<file path="config.mk">
export PLATFORM = sky130hd
export DESIGN_NAME = etai_ctrl
export DESIGN_NICKNAME = d
export VERILOG_FILES = /design/src/design/etai_pkg.sv /design/src/design/etai_ctrl.sv
export SDC_FILE = /design/constraint.sdc
export NUM_CORES = 1
export LEC_CHECK = 0
export ABC_AREA = 1
export BUFFER_PORTS_ARGS = -buffer_cell sky130_fd_sc_hd__buf_4
export CORE_AREA = 2 2 39 41
export DETAILED_ROUTE_END_ITERATION = 12
export DIE_AREA = 0 0 41 43
export PLACE_DENSITY_LB_ADDON = 0.2
export SETUP_SLACK_MARGIN = 0.15
export SYNTH_ARGS = -nofsm -noshare
export SYNTH_HDL_FRONTEND = slang
export SYNTH_SLANG_ARGS = --single-unit
</file>
<file path="constraint.sdc">
create_clock -name clk_i -period 0.98 [get_ports clk_i]
set_input_delay 0.196 -clock clk_i [delete_from_list [all_inputs] [get_ports clk_i]]
set_output_delay 0.196 -clock clk_i [all_outputs]
set_load 0.1 [all_outputs]
</file>
<file path="src/design/etai_pkg.sv">
// etai_pkg: shared types and constants of the eta time integration core
// no dependencies; used by etai_ctrl, etai_dp and eta_time_integration_core
package etai_pkg;

  localparam int MaxObs    = 16;
  localparam int RefDays   = 512;
  localparam int ObsAw     = $clog2(MaxObs);
  localparam int ObsCw     = $clog2(MaxObs + 1);
  localparam int RefAw     = $clog2(RefDays);
  localparam int DayW      = 9;
  localparam int EtW       = 16;
  localparam int RatioFrac = 16;
  localparam int RatioW    = EtW + RatioFrac;
  localparam int WinW      = EtW + RefAw + 1;
  localparam int ProdW     = RatioW + WinW;
  localparam int AccW      = 64;
  localparam int TotalW    = 40;
  localparam int DivCntW   = $clog2(RatioW + 1);

  // configuration register indexes
  localparam logic [1:0] RegEtoFirstDay = 2'd0;
  localparam logic [1:0] RegPeriodStart = 2'd1;
  localparam logic [1:0] RegPeriodEnd   = 2'd2;

  localparam logic KindRef = 1'b0;
  localparam logic KindObs = 1'b1;

  typedef struct packed {
    logic             kind;
    logic [DayW-1:0]  eto_slot;
    logic [EtW-1:0]   eto_value;
    logic             eto_missing;
    logic [EtW-1:0]   eta_value;
    logic [DayW-1:0]  obs_day;
    logic             obs_missing;
    logic             last_obs;
  } in_item_t;

  typedef struct packed {
    logic [TotalW-1:0] total_et;
    logic              result_null;
    logic              saturated;
  } out_item_t;

  // controller to datapath
  typedef struct packed {
    logic load;      // accept an input beat
    logic first;     // start of pixel compute, read first observation
    logic cap_first; // capture first observation
    logic rd_cur;    // read reference on current observation day and next observation
    logic chk;       // check reference, start divide, set window bounds
    logic div_run;
    logic win_run;
    logic mul;
    logic acc_adv;   // accumulate product, move to next observation
    logic finish;    // write result register, clear pixel
  } cmd_t;

  // datapath to controller
  typedef struct packed {
    logic starts;    // input beat is an observation marked last
    logic empty;     // nothing to integrate or pixel already null
    logic cur_bad;
    logic div_done;
    logic win_done;
    logic last_idx;
    logic out_busy;
  } status_t;

endpackage

</file>
<file path="src/design/etai_ctrl.sv">
// etai_ctrl: sequencer of the eta time integration core
// depends on etai_pkg; drives etai_dp through cmd_t, watches status_t
module etai_ctrl (
  input  logic              clk_i,
  input  logic              rst_ni,
  input  logic              in_valid_i,
  output logic              in_ready_o,
  input  etai_pkg::status_t st_i,
  output etai_pkg::cmd_t    cmd_o
);

  localparam logic [3:0] StIdle  = 4'd0;
  localparam logic [3:0] StFirst = 4'd1;
  localparam logic [3:0] StCapF  = 4'd2;
  localparam logic [3:0] StCur   = 4'd3;
  localparam logic [3:0] StChk   = 4'd4;
  localparam logic [3:0] StDiv   = 4'd5;
  localparam logic [3:0] StWin   = 4'd6;
  localparam logic [3:0] StMul   = 4'd7;
  localparam logic [3:0] StAcc   = 4'd8;
  localparam logic [3:0] StFin   = 4'd9;

  logic [3:0] state_q, state_d;

  assign in_ready_o = (state_q == StIdle);

  always_comb begin
    state_d = state_q;
    cmd_o   = '0;
    case (state_q)
      StIdle: begin
        if (in_valid_i) begin
          cmd_o.load = 1'b1;
          if (st_i.starts) state_d = StFirst;
        end
      end
      StFirst: begin
        cmd_o.first = 1'b1;
        state_d = st_i.empty ? StFin : StCapF;
      end
      StCapF: begin
        cmd_o.cap_first = 1'b1;
        state_d = StCur;
      end
      StCur: begin
        cmd_o.rd_cur = 1'b1;
        state_d = StChk;
      end
      StChk: begin
        cmd_o.chk = 1'b1;
        state_d = st_i.cur_bad ? StFin : StDiv;
      end
      StDiv: begin
        cmd_o.div_run = 1'b1;
        if (st_i.div_done) state_d = StWin;
      end
      StWin: begin
        cmd_o.win_run = 1'b1;
        if (st_i.win_done) state_d = StMul;
      end
      StMul: begin
        cmd_o.mul = 1'b1;
        state_d = StAcc;
      end
      StAcc: begin
        cmd_o.acc_adv = 1'b1;
        state_d = st_i.last_idx ? StFin : StCur;
      end
      StFin: begin
        if (!st_i.out_busy) begin
          cmd_o.finish = 1'b1;
          state_d = StIdle;
        end
      end
      default: state_d = StIdle;
    endcase
  end

  always_ff @(posedge clk_i or negedge rst_ni) begin
    if (!rst_ni) begin
      state_q <= StIdle;
    end else begin
      state_q <= state_d;
    end
  end

endmodule

</file>
# Word-level counts from Yosys, hierarchy flattened
# Index checks and enable logic that the tools add are counted.
[totals]
ff_bits = 4
in_bits = 10
out_inout_bits = 11
word_cells = 38
[op_classes]
n_eq_ne = 14
n_mux = 21
reduce_logical = 2
[ops]
columns = ["cell", "count"]
rows = [
  ["one-hot mux 4 bit (10 select lines)", 1],
  ["2-to-1 mux 4 bit", 8],
  ["equality test 4 x 3 -> 1 bit, second input constant", 4],
  ["2-to-1 mux 1 bit", 12],
  ["equality test 4 x 2 -> 1 bit, second input constant", 2],
  ["equality test 4 bit, second input constant", 2],
  ["!= test 2 bit, second input constant", 4],
  ["AND reduction 5 bit", 1],
  ["equality test 4 x 1 -> 1 bit, second input constant", 1],
  ["logical NOT 4 bit", 1],
  ["!= test 2 x 1 -> 1 bit, second input constant", 1],
]

# Depth between registers and ports, before layout
# Gate-level depths: netlist of the first run.
[depth]
ltp_word = 3
depth_mapped = 8
depth_no_buf = 8

# Least setup slack after synthesis of the first run
# No wires, ideal clock.
[synth_timing]
path_type = "register -> output"
from = "reg state_q[1]"
to = "out cmd_o[0] (netlist bit)"
arrival_ns = 3.400
required_time_ns = 0.784
setup_slack_ns = -2.616
path_stages_with_launch = 4
path_buffers = 0
path_cell_list = "dfrtp_1 inv_2 nand2_1 nor4_1"
[synth_lines]
columns = ["element", "line_no", "text"]
rows = [
  ["start, declared", "etai_ctrl.sv:23", "logic [3:0] state_q, state_d;"],
  ["start signal, assigned", "etai_ctrl.sv:81", "state_q <= StIdle;"],
  ["start signal, assigned", "etai_ctrl.sv:83", "state_q <= state_d;"],
  ["end, declared", "etai_ctrl.sv:9", "output etai_pkg::cmd_t cmd_o"],
]

==> results.md, run 1 <==
- Setup repair after global routing missed its margin: true
- Beginning of the worst register-to-register path: state_q[2]$_DFFE_PN0P_
- Layout Area Growth over Synthesis: 156.6%
- Total power density per cell area: 3720 nW/µm²
- Total detailed-routing wirelength: 1522 µm
- Count of standard-cell rows: 14
- Final worst path period share: 157.2%
- Total number of H-tree levels: 1
- Beginning of the worst hold path: st_i[4]
- Setup violation total in the final timing report: 15
- Xor-xnor portion of the synthesized cell area: 0%
- Crit path DAT: 1.34 ns
- Vias: 594
- Dominant combinational cell family by area after synthesis: simple AND/OR/NAND/NOR gates
- Number of buffers created by CTS: 3
- Leakage Power: 0.5118 nW
- R2R setup slack: -0.48 ns
- Slew at the pin closest to its max-slew limit: 0.1997 ns
- Gate count after technology mapping: 72
- Vias in the first global route: 561
- Capturing point of the worst reg2reg path: state_q[1]$_DFFE_PN0P_
- Synthesized net count: 82
- Max-slew headroom: 86.59%
- Count of yosys warnings during synthesis: 0
- Synth Register Bits: 4
- Biggest register: state_q
- Cell taking the most area after synthesis: sky130_fd_sc_hd__dfrtp_1
- Worst Setup Slack post-DPL: -0.4033 ns
- Iteration count of the initial detailed-routing pass: 4
- Floorplan die area: 1763 µm²
- TritonCTS clock tree: built
- Final setup slack of the worst path: -0.5606 ns
- Number of library cell types mapped by synthesis: 14
- Adder-cell area share of the yosys netlist: 0%
- Worst vdd rail ir drop: 2121 µV
- Data required time of the worst path: 0.78 ns
- Worst hold path stage count: 2
- Routed wirelength normalized by instance count: 11.71 µm
- Initial antenna violation count: 0
- Failing checks: negative setup slack
- Avg Cell Area, Syn: 5.683 µm²
- Min-Delay Endpoint: state_q[2]$_DFFE_PN0P_
- Top-area cell type share of the netlist area: 24.46%
- Number of maximum-capacitance violations: 0
- Vertical die dimension: 43 µm
- Type of origin of the critical path: register
- Global-route total usage across every layer: 18.13%
- Share of final-layout standard cells stronger than drive strength 1: 70.18%
- Global placer's final weighted congestion: 0.7858
- Number of flip-flops in the largest register: 4
- Skew final: 0.0005629 ns
- Post-route antenna net violation count: 0
- Minimum clock period after layout: 1.541 ns
- Synth area leaders: sky130_fd_sc_hd__dfrtp_1 (24%), sky130_fd_sc_hd__nand2_1 (20%), sky130_fd_sc_hd__nand3_1 (11%), sky130_fd_sc_hd__inv_1 (11%), sky130_fd_sc_hd__nor2_1 (8.3%)
- Fmax: 0.6491 GHz
- I/O Buffers: 20
- Clock latency reported for the late side of the worst-skew pair: 0.24 ns
- CP max FO: 4
- Iter 0 DRT Violations: 12
- Number of hold-slack violations in the final timing report: 0
- Number of pins exceeding their max-slew limit in the final report: 0
- Root cell of the clock tree: sky130_fd_sc_hd__clkbuf_4
- Simple-gate share of the synthesized area: 55.96%
- Registers with the most flip-flops: state_q: 4 flops
- Inserted Diodes: 0
- Nets@finish: 126
- Buffer depth of the longest clock path: 2
- Part of the Yosys area used for sequential elements: 24.46%
- Worst r2r path cells: 10
- Worst hold-check path type: in -> reg
- Gr ovfl total: 0
- Startpoint-to-endpoint class of the critical path: reg -> out
- Pin count of the biggest net entering global routing: 7
- Final TNS setup: -7.074 ns
- Starting density of the core: 29.57%
- Share of cell area taken by muxes after synthesis: 0%
- Global-route wire length before repair: 2194 µm
- Area of the core: 1384 µm²
- Die X-Extent: 41 µm
- TritonCTS sink count: 4
- Via-to-Cell Ratio: 4.569
- # DRC: 0
- Cell Area, Synth: 409.1 µm²
- Fraction of the mapped netlist area in compound gates: 3.976%
- Clock-pin slew reported for the worst setup and hold paths after clock tree synthesis: 0.04 ns
- Type of destination of the critical path: primary output
- Ports placed on the boundary: 21
- Detail Placement HPWL: 1020 µm
- Run status: finished with violations
- Critical path launch point: state_q[2]$_DFFE_PN0P_
[how the worst max path moves through the flow]
stage / endpoint / slack [ns] / depth (start not counted)
final: cmd_o[4] / -0.56 / 6
after global routing: cmd_o[1] / -0.60 / 4
after CTS: cmd_o[0] / -0.55 / 3
after detailed placement: cmd_o[9] / -0.40 / 4
after global placement: cmd_o[9] / -0.39 / 4
after floorplan: cmd_o[0] / -0.82 / 3
[through the flow]
stage / area, µm² / hold slack, ns / total power, mW / util (%) / instances
after CTS: 1020 / 0.1313 / 3.764 / 73.69 / 129
after floorplan: 494.2 / -0.09959 / 2.187 / - / 72
after detailed placement: 784.5 / -0.006928 / 2.906 / 56.69 / 124
final: 1050 / 0.1365 / 3.905 / 75.86 / 130
after global placement: 784.5 / -0.007642 / 2.894 / 56.69 / 124
after global routing: 1050 / 0.1403 / 4.081 / 75.86 / 130
[worst max-delay path, stage by stage (launching register included)]
cell                         delay (ns)
sky130_fd_sc_hd__dfrtp_2           0.42
sky130_fd_sc_hd__inv_2             0.08
sky130_fd_sc_hd__nor2_4            0.16
sky130_fd_sc_hd__buf_6             0.14
sky130_fd_sc_hd__nand2_4           0.06
sky130_fd_sc_hd__clkinvlp_4        0.08
sky130_fd_sc_hd__buf_12            0.16
[cells in the mapped netlist, drive strengths merged]
| master | instances |
|---|---|
| nor2 | 14 |
| nand2 | 23 |
| dfrtp | 4 |
| nand3 | 9 |
| nor4 | 1 |
| o21ai | 1 |
| inv | 17 |
| nand3b | 1 |
| nand4 | 1 |
| o21bai | 1 |
[what timing repair did]
action / in CTS / in global routing
hold buffers: 1 / 0
setup buffers: 1 / 1
setup endpoints to repair: 15 / 15
pin swaps: 6 / 2
gates resized for setup: 51 / 8
hold endpoints to repair: 4 / 0
[per-layer routing]
| metal | routed length [µm] | global-route usage [%] | vias to the layer above | part of all wire (%) |
|---|---|---|---|---|
| li1 | - | - | 299 | - |
| met1 | 640 | 22.08 | 278 | 42 |
| met2 | 833 | 31.25 | 15 | 55 |
| met3 | 32 | 0 | 2 | 2.1 |
| met4 | 16 | 8.000 | 0 | 1.1 |
| met5 | 0 | 0 | - | 0 |
[placed cells by master (no fill, tap or decap)]
cell	netlist	final
sky130_fd_sc_hd__dfrtp_2	0	4
sky130_fd_sc_hd__inv_8	0	2
sky130_fd_sc_hd__buf_6	0	7
sky130_fd_sc_hd__nor2_2	3	2
sky130_fd_sc_hd__nor2_1	9	4
sky130_fd_sc_hd__inv_4	0	1
sky130_fd_sc_hd__o21bai_2	1	1
sky130_fd_sc_hd__nand2_4	0	2
sky130_fd_sc_hd__nand3_1	9	6
sky130_fd_sc_hd__inv_1	12	6
sky130_fd_sc_hd__buf_12	0	10
sky130_fd_sc_hd__nand3_4	0	1
sky130_fd_sc_hd__nand3_2	0	2
sky130_fd_sc_hd__nand4_1	1	1
sky130_fd_sc_hd__nor4_4	0	1
sky130_fd_sc_hd__buf_4	0	21
sky130_fd_sc_hd__dlygate4sd3_1	0	1
sky130_fd_sc_hd__nand3b_1	1	1
sky130_fd_sc_hd__clkinvlp_4	0	5
sky130_fd_sc_hd__nand2_1	22	14
sky130_fd_sc_hd__inv_2	5	3
sky130_fd_sc_hd__nand2_2	1	7
sky130_fd_sc_hd__nor2_4	2	8
sky130_fd_sc_hd__clkbuf_4	0	3
sky130_fd_sc_hd__o21ai_1	0	1
[cell families (layout without fill, tap and decap cells)]
family / count (synthesis) / after routing
AND/OR/NAND/NOR: 49 / 49
flip-flops: 4 / 4
buffers and inverters: 17 / 59
AO/OA/AOI/OAI: 2 / 2
[power breakdown]
part	leakage (nW)	switching, mW	internal (mW)	total, mW
clock	0.0138	0.0709	0.137	0.208
combinational	0.452	2.03	1.28	3.30
sequential	0.0463	0.141	0.251	0.392
[layout make-up]
type | instances | area, µm²
timing repair buffer | 39 | 446.7
fill | 97 | 334.1
tap | 16 | 20.02
sequential | 4 | 105.1
multi-input combinational | 51 | 355.3
clock buffer | 3 | 22.52
inverter | 17 | 100.1
Note: power is estimated with default switching activity, not from simulation.
==> run 2, diff against run 1 <==
SETUP_SLACK_MARGIN = unset   (was 0.15)
==> results.md, run 2 (synthesized netlist as in run 1, its figures left out) <==
- Pin count of the biggest net entering global routing: 7
- Initial antenna violation count: 0
- CP max FO: 4
- Data required time of the worst path: 0.78 ns
- Startpoint-to-endpoint class of the critical path: reg -> out
- Detail Placement HPWL: 1020 µm
- Vias: 594
- Total number of H-tree levels: 1
- I/O Buffers: 20
- Count of non-filler cells in the finished layout: 130
- Routed wirelength normalized by instance count: 11.71 µm
- Critical path, cell by cell: inv_2 > nor2_4 > buf_6 > nand2_4 > clkinvlp_4 > buf_12
- Ports placed on the boundary: 21
- Starting density of the core: 29.57%
- Worst vdd rail ir drop: 2121 µV
- Post-route antenna net violation count: 0
- Max-slew headroom: 86.59%
- TritonCTS sink count: 4
- Worst hold-check path type: in -> reg
- Leakage Power: 0.5118 nW
- Setup violation total in the final timing report: 15
- Failing checks: negative setup slack
- Global-route total usage across every layer: 18.13%
- Crit path DAT: 1.34 ns
- Instance area at placement: 784.5 µm²
- Inserted Diodes: 0
- Clock latency reported for the late side of the worst-skew pair: 0.24 ns
- Hold Slack: 0.1365 ns
- Nets@finish: 126
- Number of flip-flops in the largest register: 4
- Type of origin of the critical path: register
- Vertical die dimension: 43 µm
- Final instance area: 1050 µm²
- Minimum clock period after layout: 1.541 ns
- Setup repair after global routing missed its margin: true
- Max stage delay on crit path: 0.42 ns
- Gr ovfl total: 0
- Layout Area Growth over Synthesis: 156.6%
- Number of maximum-capacitance violations: 0
- TritonCTS clock tree: built
- Count of standard-cell rows: 14
- Fill cells: 97
- Iter 0 DRT Violations: 12
- Iteration count of the initial detailed-routing pass: 4
- Global-route wire length before repair: 2194 µm
- Total power after layout: 3.905 mW
- Slew at the pin closest to its max-slew limit: 0.1997 ns
- Root cell of the clock tree: sky130_fd_sc_hd__clkbuf_4
- Floorplan die area: 1763 µm²
- Skew final: 0.0005629 ns
- Global placer's final weighted congestion: 0.7858
- Run status: finished with violations
- Clock-pin slew reported for the worst setup and hold paths after clock tree synthesis: 0.04 ns
- Area of the core: 1384 µm²
- Biggest register: state_q
- Fmax: 0.6491 GHz
- Total detailed-routing wirelength: 1522 µm
- Commonest cells after routing, fill and taps aside: sky130_fd_sc_hd__buf_4 (21), sky130_fd_sc_hd__nand2_1 (14), sky130_fd_sc_hd__buf_12 (10)
- Type of destination of the critical path: primary output
- Total power density per cell area: 3720 nW/µm²
- Registers with the most flip-flops: state_q: 4 flops
- Final setup slack of the worst path: -0.5606 ns
- Via-to-Cell Ratio: 4.569
- Die X-Extent: 41 µm
- # DRC: 0
- Most frequent standard cell in the layout excluding fill and tap cells: sky130_fd_sc_hd__buf_4
- Vias in the first global route: 561
- Final worst path period share: 157.2%
- Share of final-layout standard cells stronger than drive strength 1: 70.18%
- Crit path max-delay cell type: sky130_fd_sc_hd__dfrtp_2
- Number of pins exceeding their max-slew limit in the final report: 0
- Number of instances in the placed design: 124
- Buffer depth of the longest clock path: 2
- Number of buffers created by CTS: 3
- Number of hold-slack violations in the final timing report: 0
run 2: cell counts in the layout (fill, tap and decap cells not counted):
Identical to the previous run, type by type.
run 2: critical path, delay by kind of cell (launching register included):
| family | cells | cell delay [ns] |
|---|---|---|
| buf+inv | 4 | 0.46 |
| flops | 1 | 0.42 |
| simple gates | 2 | 0.22 |
run 2: through the flow:
step | setup TNS [ns] | worst slack [ns] | utilization [%]
floorplan | -5.554 | -0.8245 | -
global placement | -4.998 | -0.3896 | 56.69
detailed placement | -5.116 | -0.4033 | 56.69
CTS | -6.665 | -0.5493 | 73.69
global route | -7.731 | -0.5995 | 75.86
finish | -7.074 | -0.5606 | 75.86
run 2: layout make-up:
cell class / instances / area (µm²) / area share (%)
inverters: 17 / 100.1 / 9.535
repair buffers: 39 / 446.7 / 42.55
multi-input cells: 51 / 355.3 / 33.85
clock buffers: 3 / 22.52 / 2.145
flip-flops and latches: 4 / 105.1 / 10.01
well taps: 16 / 20.02 / 1.907
run 2: where the power goes:
| group | internal [mW] | switching, mW | leakage [nW] |
|---|---|---|---|
| Clock | 0.137 | 0.0709 | 0.0138 |
| Sequential | 0.251 | 0.141 | 0.0463 |
| Combinational | 1.28 | 2.03 | 0.452 |
run 2: path summary, 6_finish.rpt:
path,from,to,slack (ns),depth (start not counted)
max,state_q[2]$_DFFE_PN0P_,cmd_o[4],-0.56,6
max in group asynchronous,rst_ni,state_q[3]$_DFFE_PN0P_,0.58,2
min reg2reg,state_q[1]$_DFFE_PN0P_,state_q[2]$_DFFE_PN0P_,0.68,3
max reg2reg,state_q[2]$_DFFE_PN0P_,state_q[1]$_DFFE_PN0P_,-0.48,10
min,st_i[4],state_q[2]$_DFFE_PN0P_,0.14,2
min in group asynchronous,rst_ni,state_q[1]$_DFFE_PN0P_,0.29,2
run 2: metal layers:
layer / wire [µm] / GRT usage [%] / up-vias
met4: 16 / 8.000 / 0
met3: 32 / 0 / 2
met5: 0 / 0 / -
met1: 640 / 22.08 / 278
met2: 833 / 31.25 / 15
li1: - / - / 299
run 2: timing repair:
action / 4_1_cts / 5_1_grt
buffers inserted: 1 / 1
resized for setup: 51 / 8
hold buffers: 1 / 0
hold endpoints to repair: 4 / 0
setup endpoints to repair: 15 / 15
pin swaps: 6 / 2
==> run 3, diff against run 2 <==
CAP_MARGIN = 20   (was unset)
CTS_BUF_LIST = sky130_fd_sc_hd__clkbuf_2   (was unset)
==> results.md, run 3 (synthesized netlist as in run 1, its figures left out) <==
- Run status: finished with violations
- Failing checks: negative setup slack
- Total number of H-tree levels: 1
- Startpoint-to-endpoint class of the critical path: reg -> out
- Number of instances in the placed design: 124
- Type of destination of the critical path: primary output
- Worst hold-check path type: in -> reg
- Count of non-filler cells in the finished layout: 130
- Worst vdd rail ir drop: 1996 µV
- Via-to-Cell Ratio: 4.569
- Critical path, cell by cell: inv_2 > nor2_4 > buf_6 > nand2_4 > clkinvlp_4 > buf_12
- Iter 0 DRT Violations: 20
- Post-route antenna net violation count: 0
- Global placer's final weighted congestion: 0.7858
- Minimum clock period after layout: 1.509 ns
- Worst r2r path cells: 10
- Crit path max-delay cell type: sky130_fd_sc_hd__dfrtp_2
- Logic depth of the worst setup path including buffers: 6
- Worst path top cell family by delay: buffers and inverters
- Number of buffers created by CTS: 3
- Routed wirelength normalized by instance count: 11.86 µm
- Pin count of the biggest net entering global routing: 7
- Number of maximum-capacitance violations: 0
- Global-route wire length before repair: 2297 µm
- Max stage delay on crit path: 0.43 ns
- Final setup slack of the worst path: -0.5295 ns
- Root cell of the clock tree: sky130_fd_sc_hd__clkbuf_2
- Floorplan die area: 1763 µm²
- Final worst path period share: 154.0%
- Number of flip-flops in the largest register: 4
- Instance area at placement: 784.5 µm²
- # DRC: 0
- Detail Placement HPWL: 1020 µm
- Slew at the pin closest to its max-slew limit: 0.2868 ns
- Fmax: 0.6625 GHz
- Skew final: 0.0008215 ns
- Type of origin of the critical path: register
- TritonCTS clock tree: built
- Inserted Diodes: 0
- Number of pins exceeding their max-slew limit in the final report: 0
- Die X-Extent: 41 µm
- Nets@finish: 126
- Share of final-layout standard cells stronger than drive strength 1: 70.18%
- CP max FO: 4
- Crit path DAT: 1.31 ns
- Commonest cells after routing, fill and taps aside: sky130_fd_sc_hd__buf_4 (20), sky130_fd_sc_hd__nand2_1 (14), sky130_fd_sc_hd__buf_12 (10)
- Final TNS setup: -6.835 ns
- Starting density of the core: 29.57%
- Layout Area Growth over Synthesis: 156.9%
- I/O Buffers: 20
- Buf+Inv Stages, Crit Path: 4
- Worst hold path stage count: 2
- Vertical die dimension: 43 µm
- Setup repair after global routing missed its margin: true
- Most Crowded Layer GR: met2
- Biggest register: state_q
- Iteration count of the initial detailed-routing pass: 4
- Global-route total usage across every layer: 19.23%
- Ports placed on the boundary: 21
- Vias in the first global route: 572
- Total power density per cell area: 3670 nW/µm²
- Registers with the most flip-flops: state_q: 4 flops
- Vias: 594
- Met3 Track Usage GR: 2.094%
- GRT met2 Usage: 34.69%
- Met1 Usage GRT: 21.75%
- Leakage Power: 0.5140 nW
- Gr ovfl total: 0
- Number of hold-slack violations in the final timing report: 0
- Count of standard-cell rows: 14
- Final instance area: 1051 µm²
- Max-slew headroom: 80.81%
- Hold Slack: 0.1715 ns
- Setup violation total in the final timing report: 15
- Area of the core: 1384 µm²
- Buffer depth of the longest clock path: 2
- Most frequent standard cell in the layout excluding fill and tap cells: sky130_fd_sc_hd__buf_4
- Data required time of the worst path: 0.78 ns
- Clock latency reported for the late side of the worst-skew pair: 0.20 ns
- Clock-pin slew reported for the worst setup and hold paths after clock tree synthesis: 0.04 ns
- TritonCTS sink count: 4
- Initial antenna violation count: 0
- End-of-flow core utilization: 75.95%
- Total detailed-routing wirelength: 1542 µm
## run 3: worst paths after layout
kind	slack, ns	end	start
setup reg to reg	-0.48	state_q[1]$_DFFE_PN0P_	state_q[2]$_DFFE_PN0P_
setup / recovery	-0.53	cmd_o[4]	state_q[2]$_DFFE_PN0P_
hold / removal	0.17	state_q[2]$_DFFE_PN0P_	st_i[4]
hold reg to reg	0.69	state_q[2]$_DFFE_PN0P_	state_q[3]$_DFFE_PN0P_
min in group asynchronous	0.32	state_q[2]$_DFFE_PN0P_	rst_ni
max in group asynchronous	0.55	state_q[1]$_DFFE_PN0P_	rst_ni
## run 3: area by class of cell
class	instances	area, µm²
repair buffers	39	450.4
multi-input cells	51	362.8
fillers	99	332.8
flip-flops and latches	4	105.1
inverters	17	97.59
well taps	16	20.02
clock buffers	3	15.01
## run 3: report_power, final
group	internal (mW)	switching (mW)
registers	0.251	0.145
logic	1.29	2.03
clock network	0.0823	0.0648
## run 3: per-stage QoR
step / worst slack (ns) / total power, mW
final: -0.5295 / 3.857
after global routing: -0.5798 / 4.040
after CTS: -0.5202 / 3.744
after detailed placement: -0.4033 / 2.906
after global placement: -0.3896 / 2.894
after floorplan: -0.8245 / 2.187
## run 3: repair_timing
item,CTS,global route
resized for setup,54,6
endpoints found under the hold margin,4,0
endpoints found under the setup margin,15,15
hold buffers,1,0
setup buffers,1,1
pin swaps,9,1
## run 3: per-layer routing
layer  routed length, µm  vias up
met2                 883       13
met3                  35        0
met1                 623      278
met4                   0        0
met5                   0        -
li1                    -      303
